`config.mk`:
```
export PLATFORM = sky130hd
export DESIGN_NAME = dxt_block_decoder
export DESIGN_NICKNAME = d
export VERILOG_FILES = /design/src/hw/rtl/dxt_pkg.sv /design/src/hw/rtl/dxt_block_decoder.sv /design/src/hw/rtl/dxt_palette.sv /design/src/hw/rtl/dxt_alpha.sv /design/src/hw/rtl/dxt_row_out.sv
export SDC_FILE = /design/constraint.sdc
export NUM_CORES = 2
export LEC_CHECK = 0
export BUFFER_PORTS_ARGS = -buffer_cell sky130_fd_sc_hd__buf_2
export CAP_MARGIN = 20
export CORE_ASPECT_RATIO = 1.75
export CORE_UTILIZATION = 45
export DETAILED_ROUTE_END_ITERATION = 8
export PLACE_DENSITY_LB_ADDON = 0.25
export SKIP_LAST_GASP = 1
export SLEW_MARGIN = 20
export SYNTH_ARGS = -nofsm -noshare
export SYNTH_HDL_FRONTEND = slang
export SYNTH_SLANG_ARGS = --single-unit
```
`constraint.sdc`:
```
create_clock -name clk -period 56.2 [get_ports clk]
set_input_delay 0 -clock clk [delete_from_list [all_inputs] [get_ports clk]]
set_output_delay 0 -clock clk [all_outputs]
set_load 0.1 [all_outputs]
```
`src/hw/rtl/dxt_pkg.sv`:
```
// Shared types, constants and arithmetic helpers for the DXT block decoder.
package dxt_pkg;

  localparam int MAX_IMAGE_WIDTH = 4096;

  localparam int WIDTH_W = 13;
  localparam int IDX_W   = 24;
  localparam int TEXEL_W = 32;

  localparam logic [1:0] MODE_DXT1 = 2'd0;
  localparam logic [1:0] MODE_DXT3 = 2'd1;
  localparam logic [1:0] MODE_DXT5 = 2'd2;

  localparam logic [1:0] ROW_FIRST = 2'd0;
  localparam logic [1:0] ROW_LAST  = 2'd3;

  localparam logic [WIDTH_W-1:0] WIDTH_RESET = WIDTH_W'(4);
  localparam logic [WIDTH_W-1:0] WIDTH_MAX   = WIDTH_W'(MAX_IMAGE_WIDTH);

  // Reciprocals of 7 and 5 scaled by 2^15, rounded up; exact for sums up to 7*255.
  localparam logic [12:0] DIV7_RECIP = 13'd4682;
  localparam logic [12:0] DIV5_RECIP = 13'd6554;

  typedef logic [3:0][TEXEL_W-1:0] palette_t;
  typedef logic [7:0][7:0]         alpha_tab_t;
  typedef logic [5:0][10:0]        alpha_sum_t;

  // Block after palette expansion, with the interpolated alpha sums not yet divided.
  typedef struct packed {
    logic [1:0]       mode;
    logic [63:0]      lo;
    logic [31:0]      sel;
    palette_t         pal;
    logic             alpha_gt;
    logic [7:0]       a0;
    logic [7:0]       a1;
    alpha_sum_t       asum;
    logic [IDX_W-1:0] base;
  } blk_b_t;

  // Fully decoded block, ready to be split into rows.
  typedef struct packed {
    logic [1:0]       mode;
    logic [63:0]      lo;
    logic [31:0]      sel;
    palette_t         pal;
    alpha_tab_t       atab;
    logic [IDX_W-1:0] base;
  } blk_c_t;

  // Weighted sum of two channel values followed by a right shift.
  function automatic logic [7:0] ch_scale(input logic [5:0] a, input logic [5:0] b,
                                          input logic [7:0] wa, input logic [7:0] wb,
                                          input int unsigned sh);
    logic [15:0] s;
    s = 16'(a) * 16'(wa) + 16'(b) * 16'(wb);
    return 8'(s >> sh);
  endfunction

  // Floor division by 7 (eight-point mode) or by 5 (six-point mode).
  function automatic logic [7:0] alpha_div(input logic [10:0] sum, input logic gt);
    logic [23:0] p;
    p = 24'(sum) * 24'(gt ? DIV7_RECIP : DIV5_RECIP);
    return p[22:15];
  endfunction

endpackage

```
`src/hw/rtl/dxt_block_decoder.sv`:
```
// Top level of the DXT1/DXT3/DXT5 4x4 block decoder.
//
// Usage: one item on the in_ channel carries a 16-byte compressed block, its mode
// and the pixel position of its top-left texel. The block comes out on the out_
// channel as four row items, top to bottom, each with four packed RGBA texels,
// the row number, the linear pixel index of its first texel and a last-row flag.
// Both channels use valid/ready; an item moves when both are high.
// cfg_wr_en writes the image width used for pixel indices; widths above
// MAX_IMAGE_WIDTH are clamped. Write it only while the decoder is empty.
// Each accepted block passes the input register, palette stage, alpha stage, row
// sequencer and output register. The row sequencer sends one row per cycle while
// out_ready is high and takes the next block as its last row is loaded. Three
// pipeline stages in front of it keep taking blocks while it works.
// Reset (synchronous, rst_n low) empties every stage and sets the width to 4.
// When out_ready is low the output row holds; the stages fill up behind it and
// in_ready drops once all are full. Nothing is lost or repeated.
module dxt_block_decoder (
  input  logic                          clk,
  input  logic                          rst_n,
  input  logic                          cfg_wr_en,
  input  logic [dxt_pkg::WIDTH_W-1:0]   cfg_wr_data,
  input  logic                          in_valid,
  output logic                          in_ready,
  input  logic [1:0]                    in_mode,
  input  logic [63:0]                   in_block_lo,
  input  logic [63:0]                   in_block_hi,
  input  logic [11:0]                   in_block_x,
  input  logic [11:0]                   in_block_y,
  output logic                          out_valid,
  input  logic                          out_ready,
  output logic [1:0]                    out_row_index,
  output logic [dxt_pkg::IDX_W-1:0]     out_pixel_index,
  output logic [dxt_pkg::TEXEL_W-1:0]   out_texel0,
  output logic [dxt_pkg::TEXEL_W-1:0]   out_texel1,
  output logic [dxt_pkg::TEXEL_W-1:0]   out_texel2,
  output logic [dxt_pkg::TEXEL_W-1:0]   out_texel3,
  output logic                          out_last_row
);
  import dxt_pkg::*;

  logic [WIDTH_W-1:0] cfg_width_r;
  logic [WIDTH_W-1:0] width_eff;

  logic   b_valid;
  logic   b_ready;
  blk_b_t b_blk;
  logic   c_valid;
  logic   c_ready;
  blk_c_t c_blk;

  always_ff @(posedge clk) begin
    if (!rst_n) begin
      cfg_width_r <= WIDTH_RESET;
    end else if (cfg_wr_en) begin
      cfg_width_r <= cfg_wr_data;
    end
  end

  assign width_eff = (cfg_width_r > WIDTH_MAX) ? WIDTH_MAX : cfg_width_r;

  dxt_palette u_palette (
    .clk         (clk),
    .rst_n       (rst_n),
    .width       (width_eff),
    .in_valid    (in_valid),
    .in_ready    (in_ready),
    .in_mode     (in_mode),
    .in_block_lo (in_block_lo),
    .in_block_hi (in_block_hi),
    .in_block_x  (in_block_x),
    .in_block_y  (in_block_y),
    .b_valid     (b_valid),
    .b_ready     (b_ready),
    .b_blk       (b_blk)
  );

  dxt_alpha u_alpha (
    .clk     (clk),
    .rst_n   (rst_n),
    .b_valid (b_valid),
    .b_ready (b_ready),
    .b_blk   (b_blk),
    .c_valid (c_valid),
    .c_ready (c_ready),
    .c_blk   (c_blk)
  );

  dxt_row_out u_row_out (
    .clk             (clk),
    .rst_n           (rst_n),
    .width           (width_eff),
    .c_valid         (c_valid),
    .c_ready         (c_ready),
    .c_blk           (c_blk),
    .out_valid       (out_valid),
    .out_ready       (out_ready),
    .out_row_index   (out_row_index),
    .out_pixel_index (out_pixel_index),
    .out_texel0      (out_texel0),
    .out_texel1      (out_texel1),
    .out_texel2      (out_texel2),
    .out_texel3      (out_texel3),
    .out_last_row    (out_last_row)
  );

endmodule

```
`src/hw/rtl/dxt_palette.sv`:
```
// Input register stage and colour palette / alpha sum / base index stage.
module dxt_palette (
  input  logic                          clk,
  input  logic                          rst_n,
  input  logic [dxt_pkg::WIDTH_W-1:0]   width,
  input  logic                          in_valid,
  output logic                          in_ready,
  input  logic [1:0]                    in_mode,
  input  logic [63:0]                   in_block_lo,
  input  logic [63:0]                   in_block_hi,
  input  logic [11:0]                   in_block_x,
  input  logic [11:0]                   in_block_y,
  output logic                          b_valid,
  input  logic                          b_ready,
  output dxt_pkg::blk_b_t               b_blk
);
  import dxt_pkg::*;

  logic        a_valid_r;
  logic [1:0]  a_mode_r;
  logic [63:0] a_lo_r;
  logic [63:0] a_hi_r;
  logic [11:0] a_bx_r;
  logic [11:0] a_by_r;
  logic        a_ready;
  logic        a_move;

  logic        b_valid_r;
  blk_b_t      b_blk_r;
  blk_b_t      b_blk_nxt;

  logic [63:0] colour;
  logic [15:0] c0;
  logic [15:0] c1;
  logic [5:0]  r0, g0, b0, r1, g1, b1;
  logic        four;
  logic [7:0]  a0;
  logic [7:0]  a1;
  logic        gt;
  logic [24:0] row_off;

  assign a_move   = a_valid_r && (!b_valid_r || b_ready);
  assign a_ready  = !a_valid_r || (!b_valid_r || b_ready);
  assign in_ready = a_ready;
  assign b_valid  = b_valid_r;
  assign b_blk    = b_blk_r;

  always_ff @(posedge clk) begin
    if (!rst_n) begin
      a_valid_r <= 1'b0;
      b_valid_r <= 1'b0;
    end else begin
      if (a_ready) begin
        a_valid_r <= in_valid;
      end
      if (!b_valid_r || b_ready) begin
        b_valid_r <= a_valid_r;
      end
    end
  end

  always_ff @(posedge clk) begin
    if (in_valid && a_ready) begin
      a_mode_r <= in_mode;
      a_lo_r   <= in_block_lo;
      a_hi_r   <= in_block_hi;
      a_bx_r   <= in_block_x;
      a_by_r   <= in_block_y;
    end
    if (a_move) begin
      b_blk_r <= b_blk_nxt;
    end
  end

  always_comb begin
    colour = (a_mode_r == MODE_DXT1) ? a_lo_r : a_hi_r;
    c0 = colour[15:0];
    c1 = colour[31:16];
    r0 = {1'b0, c0[15:11]};
    g0 = c0[10:5];
    b0 = {1'b0, c0[4:0]};
    r1 = {1'b0, c1[15:11]};
    g1 = c1[10:5];
    b1 = {1'b0, c1[4:0]};
    // Only DXT1 may fall back to the three-colour palette.
    four = (a_mode_r != MODE_DXT1) || (c0 > c1);

    b_blk_nxt.mode = a_mode_r;
    b_blk_nxt.lo   = a_lo_r;
    b_blk_nxt.sel  = colour[63:32];

    b_blk_nxt.pal[0] = {ch_scale(r0, 6'd0, 8'd255, 8'd0, 5), ch_scale(g0, 6'd0, 8'd255, 8'd0, 6),
                        ch_scale(b0, 6'd0, 8'd255, 8'd0, 5), 8'hFF};
    b_blk_nxt.pal[1] = {ch_scale(r1, 6'd0, 8'd255, 8'd0, 5), ch_scale(g1, 6'd0, 8'd255, 8'd0, 6),
                        ch_scale(b1, 6'd0, 8'd255, 8'd0, 5), 8'hFF};
    if (four) begin
      b_blk_nxt.pal[2] = {ch_scale(r0, r1, 8'd170, 8'd85, 5), ch_scale(g0, g1, 8'd170, 8'd85, 6),
                          ch_scale(b0, b1, 8'd170, 8'd85, 5), 8'hFF};
      b_blk_nxt.pal[3] = {ch_scale(r0, r1, 8'd85, 8'd170, 5), ch_scale(g0, g1, 8'd85, 8'd170, 6),
                          ch_scale(b0, b1, 8'd85, 8'd170, 5), 8'hFF};
    end else begin
      b_blk_nxt.pal[2] = {ch_scale(r0, r1, 8'd255, 8'd255, 6),
                          ch_scale(g0, g1, 8'd255, 8'd255, 7),
                          ch_scale(b0, b1, 8'd255, 8'd255, 6), 8'hFF};
      b_blk_nxt.pal[3] = '0;
    end

    a0 = a_lo_r[7:0];
    a1 = a_lo_r[15:8];
    gt = a0 > a1;
    b_blk_nxt.alpha_gt = gt;
    b_blk_nxt.a0       = a0;
    b_blk_nxt.a1       = a1;
    for (int k = 1; k <= 6; k++) begin
      if (gt) begin
        b_blk_nxt.asum[k-1] = 11'(7 - k) * 11'(a0) + 11'(k) * 11'(a1);
      end else if (k <= 4) begin
        b_blk_nxt.asum[k-1] = 11'(5 - k) * 11'(a0) + 11'(k) * 11'(a1);
      end else begin
        b_blk_nxt.asum[k-1] = '0;
      end
    end

    row_off        = 25'(width) * 25'(a_by_r);
    b_blk_nxt.base = IDX_W'(row_off) + IDX_W'(a_bx_r);
  end

endmodule

```
`src/hw/rtl/dxt_alpha.sv`:
```
// Alpha table stage: divides the interpolated DXT5 alpha sums by 7 or 5 and, in six-point mode, adds entries 0 and 255.
module dxt_alpha (
  input  logic             clk,
  input  logic             rst_n,
  input  logic             b_valid,
  output logic             b_ready,
  input  dxt_pkg::blk_b_t  b_blk,
  output logic             c_valid,
  input  logic             c_ready,
  output dxt_pkg::blk_c_t  c_blk
);
  import dxt_pkg::*;

  logic   c_valid_r;
  blk_c_t c_blk_r;
  blk_c_t c_blk_nxt;

  assign b_ready = !c_valid_r || c_ready;
  assign c_valid = c_valid_r;
  assign c_blk   = c_blk_r;

  always_ff @(posedge clk) begin
    if (!rst_n) begin
      c_valid_r <= 1'b0;
    end else if (b_ready) begin
      c_valid_r <= b_valid;
    end
  end

  always_ff @(posedge clk) begin
    if (b_valid && b_ready) begin
      c_blk_r <= c_blk_nxt;
    end
  end

  always_comb begin
    c_blk_nxt.mode    = b_blk.mode;
    c_blk_nxt.lo      = b_blk.lo;
    c_blk_nxt.sel     = b_blk.sel;
    c_blk_nxt.pal     = b_blk.pal;
    c_blk_nxt.base    = b_blk.base;
    c_blk_nxt.atab[0] = b_blk.a0;
    c_blk_nxt.atab[1] = b_blk.a1;
    for (int k = 1; k <= 6; k++) begin
      if (b_blk.alpha_gt || k <= 4) begin
        c_blk_nxt.atab[k+1] = alpha_div(b_blk.asum[k-1], b_blk.alpha_gt);
      end else if (k == 5) begin
        c_blk_nxt.atab[k+1] = 8'd0;
      end else begin
        c_blk_nxt.atab[k+1] = 8'd255;
      end
    end
  end

endmodule

```
`src/hw/rtl/dxt_row_out.sv`:
```
// Row sequencer: holds one decoded block and emits its four rows through an output register.
module dxt_row_out (
  input  logic                          clk,
  input  logic                          rst_n,
  input  logic [dxt_pkg::WIDTH_W-1:0]   width,
  input  logic                          c_valid,
  output logic                          c_ready,
  input  dxt_pkg::blk_c_t               c_blk,
  output logic                          out_valid,
  input  logic                          out_ready,
  output logic [1:0]                    out_row_index,
  output logic [dxt_pkg::IDX_W-1:0]     out_pixel_index,
  output logic [dxt_pkg::TEXEL_W-1:0]   out_texel0,
  output logic [dxt_pkg::TEXEL_W-1:0]   out_texel1,
  output logic [dxt_pkg::TEXEL_W-1:0]   out_texel2,
  output logic [dxt_pkg::TEXEL_W-1:0]   out_texel3,
  output logic                          out_last_row
);
  import dxt_pkg::*;

  logic                            ser_valid_r;
  blk_c_t                          ser_blk_r;
  logic [1:0]                      row_r;
  logic [IDX_W-1:0]                idx_r;
  logic                            out_load;
  logic                            ser_done;
  logic                            ser_ready;

  logic                            out_valid_r;
  logic [1:0]                      out_row_index_r;
  logic [IDX_W-1:0]                out_pixel_index_r;
  logic [3:0][TEXEL_W-1:0]         out_texel_r;
  logic                            out_last_row_r;
  logic [3:0][TEXEL_W-1:0]         texel_nxt;

  logic [7:0]                      sel_byte;
  logic [3:0]                      tnum;
  logic [5:0]                      abit;
  logic [3:0]                      nib;
  logic [2:0]                      aidx;
  logic [TEXEL_W-1:0]              px;

  // A new row enters the output register when it is empty or being drained.
  assign out_load  = ser_valid_r && (!out_valid_r || out_ready);
  assign ser_done  = out_load && (row_r == ROW_LAST);
  assign ser_ready = !ser_valid_r || ser_done;
  assign c_ready   = ser_ready;

  always_ff @(posedge clk) begin
    if (!rst_n) begin
      ser_valid_r <= 1'b0;
      row_r       <= ROW_FIRST;
      out_valid_r <= 1'b0;
    end else begin
      if (ser_ready) begin
        ser_valid_r <= c_valid;
        row_r       <= ROW_FIRST;
      end else if (out_load) begin
        row_r <= row_r + 2'd1;
      end
      if (out_load) begin
        out_valid_r <= 1'b1;
      end else if (out_ready) begin
        out_valid_r <= 1'b0;
      end
    end
  end

  always_ff @(posedge clk) begin
    if (c_valid && ser_ready) begin
      ser_blk_r <= c_blk;
      idx_r     <= c_blk.base;
    end else if (out_load) begin
      idx_r <= idx_r + IDX_W'(width);
    end
    if (out_load) begin
      out_row_index_r   <= row_r;
      out_pixel_index_r <= idx_r;
      out_texel_r       <= texel_nxt;
      out_last_row_r    <= (row_r == ROW_LAST);
    end
  end

  always_comb begin
    sel_byte = ser_blk_r.sel[{row_r, 3'b000} +: 8];
    tnum     = '0;
    abit     = '0;
    nib      = '0;
    aidx     = '0;
    px       = '0;
    for (int i = 0; i < 4; i++) begin
      tnum = {row_r, 2'(i)};
      px   = ser_blk_r.pal[sel_byte[2*i +: 2]];
      nib  = ser_blk_r.lo[{tnum, 2'b00} +: 4];
      abit = 6'd16 + 6'(3 * tnum);
      aidx = ser_blk_r.lo[abit +: 3];
      case (ser_blk_r.mode)
        MODE_DXT1: begin
          px = px;
        end
        MODE_DXT3: begin
          px[7:0] = {nib, nib};
        end
        default: begin
          px[7:0] = ser_blk_r.atab[aidx];
        end
      endcase
      texel_nxt[i] = px;
    end
  end

  assign out_valid       = out_valid_r;
  assign out_row_index   = out_row_index_r;
  assign out_pixel_index = out_pixel_index_r;
  assign out_texel0      = out_texel_r[0];
  assign out_texel1      = out_texel_r[1];
  assign out_texel2      = out_texel_r[2];
  assign out_texel3      = out_texel_r[3];
  assign out_last_row    = out_last_row_r;

  a_last_flag: assert property (@(posedge clk) disable iff (!rst_n)
    out_valid_r |-> (out_last_row_r == (out_row_index_r == ROW_LAST)))
    else $error("last_row flag does not match row index");

  a_row_step: assert property (@(posedge clk) disable iff (!rst_n)
    (out_valid_r && out_ready && !out_last_row_r) |=>
      (!out_valid_r || (out_row_index_r == $past(out_row_index_r) + 2'd1)))
    else $error("row after a non-final row is not the next row");

  a_index_step: assert property (@(posedge clk) disable iff (!rst_n)
    (out_valid_r && out_ready && !out_last_row_r) |=>
      (!out_valid_r || (out_pixel_index_r == $past(out_pixel_index_r) + IDX_W'(width))))
    else $error("pixel index did not advance by the image width");

  a_block_held: assert property (@(posedge clk) disable iff (!rst_n)
    (out_load && (row_r != ROW_LAST)) |=> ser_valid_r)
    else $error("block dropped before its last row was emitted");

endmodule
```
Word level (Yosys, flattened, before mapping)
Index checks and enable logic that the tools add are counted.

Flip-flop bits (word level): 1242. Bits of input ports: 172. Output and inout bits: 157. Logic and storage cells: 208.

Add/subtract/negate cells: 26. $mul: 35. Magnitude comparators: 11. Eq/ne operators: 2. Shift operators: 9. Muxes and demuxes: 32. Bitwise operators: 1. Reduce and logical (&&, ||, !) cells: 23.

Operator list (count): 32-bit binary-select mux with 2-bit select (4); 64-bit by 7-bit indexed part select with 3-bit output (4); 64-bit by 7-bit indexed part select with 4-bit output (4); 11-bit by 24-bit multiplier with 23-bit output (6); 32-bit 2-to-1 mux (4); 8-bit binary-select mux with 3-bit select (4); 5-bit by 7-bit multiplier with 12-bit output (second input constant) (8); 64-bit 2-to-1 mux (1); 8-bit one-hot mux with 2 select lines (4); 5-bit by 8-bit multiplier with 13-bit output (second input constant) (4); 6-bit by 7-bit multiplier with 13-bit output (second input constant) (4); 24-bit 2-to-1 mux (2); 11-bit 2-to-1 mux (4); 2-bit by 8-bit multiplier with 10-bit output (first input constant) (4); 40-bit 2-to-1 mux (1); 8-bit 2-to-1 mux (4); 32-bit by 6-bit indexed part select with 8-bit output (1); 13-bit by 13-bit adder with 14-bit output (2); 6-bit by 8-bit multiplier with 14-bit output (second input constant) (2); 12-bit by 13-bit adder with 13-bit output (2); 13-bit by 12-bit adder with 13-bit output (2); 24-bit by 12-bit adder with 24-bit output (1); 24-bit by 13-bit adder with 24-bit output (1); 5-bit by 6-bit adder with 6-bit output (first input constant) (4); 35 further kinds (62).

Longest topological paths before layout
Word-level depth: 9. Mapped depth: 27.

Hierarchy
A second synthesis with hierarchy kept.

Cell total of the unflattened synthesis: 7159. Area total of the unflattened synthesis: 88235.9 µm².

By module, submodules not included: dxt_palette (instances 1, cells each 3580, area an instance 38501.9 µm², sequential area each 13132.6 µm²); dxt_alpha (instances 1, cells each 2159, area an instance 26087.5 µm², sequential area each 9449.1 µm²); dxt_row_out (instances 1, cells each 1364, area an instance 23058.4 µm², sequential area each 14163.6 µm²); dxt_block_decoder (instances 1, cells each 56, area an instance 588.1 µm², sequential area each 260.2 µm²).

Worst setup path before layout
OpenSTA, ideal clock, no wires.

Path type: register to register. Start point: register u_row_out.out_valid_r, in the netlist u_row_out.out_valid. End point: register u_alpha.c_blk_r (netlist bit u_alpha.c_blk[0]) (enable). Library setup time: 1.302 ns. Data arrival time: 20.247 ns. Data required time: 54.898 ns. Slack: 34.651 ns. Cell stages (with the launch flop): 4. Clock period less this slack: 21.549 ns. Cell sequence: dfxtp_1 > nand2b_1 > a21oi_1 > a21boi_0.

Word-level cells in the longest chain between the ends: 7.

Ends and longest elaborated chain: from (decl) (RTL line dxt_row_out.sv:29) `logic out_valid_r;`; from (signal assigned) (RTL line dxt_row_out.sv:53) `out_valid_r <= 1'b0;`; from (signal assigned) (RTL line dxt_row_out.sv:62) `out_valid_r <= 1'b1;`; from (signal assigned) (RTL line dxt_row_out.sv:64) `out_valid_r <= 1'b0;`; 1-bit logical NOT (RTL line dxt_row_out.sv:44) `assign out_load = ser_valid_r && (!out_valid_r || out_ready);`; 1-bit logical OR (RTL line dxt_row_out.sv:44); 1-bit logical AND (RTL line dxt_row_out.sv:44); 1-bit logical AND (RTL line dxt_row_out.sv:45) `assign ser_done = out_load && (row_r == ROW_LAST);`; 1-bit logical OR (RTL line dxt_row_out.sv:46) `assign ser_ready = !ser_valid_r || ser_done;`; 1-bit logical OR (RTL line dxt_alpha.sv:18) `assign b_ready = !c_valid_r || c_ready;`; 1-bit logical AND (RTL line dxt_alpha.sv:31) `if (b_valid && b_ready) begin`; to (signal assigned) (RTL line dxt_alpha.sv:32) `c_blk_r <= c_blk_nxt;`; to (decl) (RTL line dxt_alpha.sv:15) `blk_c_t c_blk_r;`.

No other way between the ends. A chain may end at the register's enable or synchronous reset.

==> metrics.cfg <==
[status]
outcome = finished, final reports clean

[logic_synthesis]
synth_top_cell_by_area = edfxtp_1
synth_top_area_frac = 0.412
synth_edf_count = 1125
yosysMostFrequentCell = edfxtp_1
postSynthCellCount = 6349
synth_cell_types = 77
synth_top_cells_by_area = edfxtp_1 (41%), ha_1 (15%), fa_1 (15%)
seq_area_frac_synth = 0.416
ys_warn_count = 0
ys_top_cells_by_count = edfxtp_1 (1125), inv_1 (1043), ha_1 (991), fa_1 (600), nand2_1 (277)
ys_ff_latch = 1145
syn_avg_cell_area_um2 = 12.9
syn_area_um2 = 82100
synthArstFlopShare = 0
synth_ff_type = edfxtp_1

[clock_tree]
post_cts_resized = 0
tritoncts = built
clock_path_buffers = 3
clkSinkCount = 1145
post-cts-setup-buffers = 0
htree_levels = 3
clk_transition_reported_paths_ns = 0.07
numCtsBuffers = 108
postCtsHoldBufs = 343
cts-root-buf = clkbuf_16
clkLatencyLatePin_ns = 0.77

[die]
die_h_um = 567
ios = 329
die_x_um = 325
die_area_um2 = 184000
design.core.area_um2 = 181000
start_util = 0.453
rows = 207

[routing]
first_pass_iters = 7
drc = 0
num_vias = 51500
antenna_left = 0
vias_per_cell = 5.36
drt-total-wl_um = 210000
wl_per_cell_um = 21.9
drt-initial-drc-count = 2928

[worst_setup_path]
r2r-end = u_palette.b_blk[186]$_DFFE_PP_
worst-r2r-setup-slack_ns = 47.79
reg2reg_from = u_palette.a_mode_r[1]$_DFFE_PP_
critPathRequiredTime_ns = 56.73
cp.arrival_ns = 8.94
crit_type = reg2reg
crit_start = u_palette.a_mode_r[1]$_DFFE_PP_
ff2ff_path_depth = 24
crit_path_max_fanout = 45
start_kind = flip-flop
end_kind = flip-flop

[sta]
fmax_ghz = 0.119
maxSlewHeadroom = 0.170
drv_slew = 0
fin_crit_ns = 8.41
finalCritPeriodShare = 0.150
setup_viol = 0
rsz0062_at_grt = false
clock_skew_ns = 0.0721
fin_setup_tns_ns = 0
worstMarginPinSlew_ns = 1.23
hold_ws_ns = 0.0422
hold_violations = 0

[job]
cap_violations = 0

[final_layout]
multi_input_area_um2 = 43600
syn2layout_area_growth_pct = 14.5
drive_gt1_frac = 0.117
nets = 8879
final.fill_count = 15500
seq_area_um2 = 34200
utilization = 0.518

[global_route]
grt_pass1_vias = 55400
grt.total_usage = 0.231
grt_overflow = 0
grt_max_degree = 95
antenna_found_initial = 4
grt_pass1_wl_um = 322000

[power_and_ir_drop]
power_density_nw_per_um2 = 51.8
total_leakage_power_uw = 0.0410
peakVddDrop_mv = 0.0722

[place]
portBuffers = 328
place_congestion = 0.915
hpwl_um = 161000

[worst_hold_path]
min_to = u_palette.a_hi_r[5]$_DFFE_PP_
hold_path_depth = 2
hold_path.class = in2reg
min-delay-start = in_block_hi[5]

[stage by stage]
| step | instance area (um^2) | setup slack, ns | power, uW | instances |
|---|---|---|---|---|
| 6_report | 94000 | 47.79 | 4860 | 9609 |
| 5_1_grt | 94000 | 47.22 | 5310 | 9609 |
| 4_1_cts | 93900 | 47.76 | 4910 | 9607 |
| 3_5_place_dp | 86800 | 47.73 | 4090 | 9066 |
| 3_3_place_gp | 86800 | 47.87 | 4030 | 9066 |
| 2_1_floorplan | 82300 | 34.65 | 3360 | 6417 |
[registers in the layout, summed over array words and instances (netlist names)]
signal / count
cfg_width_r: 13
u_alpha.c_blk: 267
u_alpha.c_valid: 1
u_palette.a_bx_r: 12
u_palette.a_by_r: 12
u_palette.a_hi_r: 64
u_palette.a_lo_r: 64
u_palette.a_mode_r: 2
u_palette.a_valid_r: 1
u_palette.b_blk: 282
u_palette.b_valid: 1
u_row_out.idx_r: 24
u_row_out.out_last_row: 1
u_row_out.out_pixel_index: 24
u_row_out.out_row_index: 2
u_row_out.out_texel0: 32
u_row_out.out_texel1: 32
u_row_out.out_texel2: 32
u_row_out.out_texel3: 32
u_row_out.out_valid: 1
u_row_out.row_r: 2
u_row_out.ser_blk_r: 243
u_row_out.ser_valid_r: 1
[report_power, final]
group	switching (uW)	internal, uW	total [uW]
Clock	345	423	768
Sequential	54.7	1160	1210
Combinational	1640	1240	2880
[cell families (layout without fill, tap and decap cells)]
kind of cell / count (synthesis) / after routing / share of synthesized area
adder cells (fa/ha/maj): 1591 / 1591 / 0.297
AND/OR/NAND/NOR: 990 / 990 / 0.0607
AO/OA/AOI/OAI: 748 / 748 / 0.0586
buffers and inverters: 1191 / 1978 / 0.0562
multiplexers: 369 / 369 / 0.0771
other: 2 / 72 / 0.0000915
XOR/XNOR: 313 / 313 / 0.0334
flip-flops: 1145 / 1145 / 0.416
[worst max-delay path: stages (launching register included)]
cell and delay, ns:
edfxtp_1 0.55, nor2_4 0.71, buf_4 0.72, mux2i_1 0.67, inv_1 0.37, fa_1 0.72
inv_1 0.09, fa_1 0.48, fa_1 0.51, inv_1 0.04, ha_1 0.31, nor2b_1 0.14
o21ai_0 0.20, a21boi_0 0.14, o21ai_0 0.25, a21oi_1 0.11, o21bai_1 0.16, nand2_1 0.08
xor2_1 0.18, ha_1 0.25, or3_1 0.37, or3_1 0.38, a31oi_1 0.31, o21bai_1 0.11
mux2_2 0.27
[final cells by class]
type / instances / share of cell area
well taps: 2403 / 0.0320
diodes: 2 / 0.0000533
clock inverters: 72 / 0.00923
multi-input cells: 4081 / 0.464
repair buffers: 736 / 0.0592
inverters: 1044 / 0.0418
clock buffers: 126 / 0.0299
flip-flops and latches: 1145 / 0.364
[metal layers]
metal,up-vias,share of wire,track usage
li1,23600,-,-
met1,26000,0.37,0.256
met2,1427,0.54,0.434
met3,455,0.039,0.0241
met4,0,0.055,0.117
met5,-,0,0
[placed cells by master (no fill, tap or decap), types with 12 or more instances in the layout]
master,count
and3_1,24
fa_1,600
clkinv_2,13
clkbuf_1,16
nor2b_1,104
edfxtp_1,1125
and2_1,133
clkbuf_16,110
nand2b_1,40
xnor2_1,220
o21bai_1,47
a211oi_1,18
o21ai_0,137
conb_1,70
inv_1,1041
nor3_1,77
ha_1,990
a21oi_1,223
dlygate4sd3_1,343
nand3_1,43
mux2i_1,120
mux2_2,46
or3_1,13
bufinv_16,13
a21o_1,114
xor2_1,93
mux4_1,12
o221ai_1,16
nand2_1,277
nor2_1,191
o21a_1,50
a31oi_1,19
buf_2,328
mux4_2,190
dfxtp_1,18
a21boi_0,17
or2_2,24
buf_4,65
clkinv_1,23
[worst max-delay path by stage]
stage | endpoint | depth (start not counted)
2_1_floorplan | u_alpha.c_blk[0]$_DFFE_PP_ | 3
3_3_place_gp | u_palette.b_blk[186]$_DFFE_PP_ | 24
3_5_place_dp | u_palette.b_blk[186]$_DFFE_PP_ | 24
4_1_cts | u_palette.b_blk[186]$_DFFE_PP_ | 24
5_1_grt | u_palette.b_blk[186]$_DFFE_PP_ | 24
6_report | u_palette.b_blk[186]$_DFFE_PP_ | 24
Note: power is estimated with default switching activity, not from simulation.
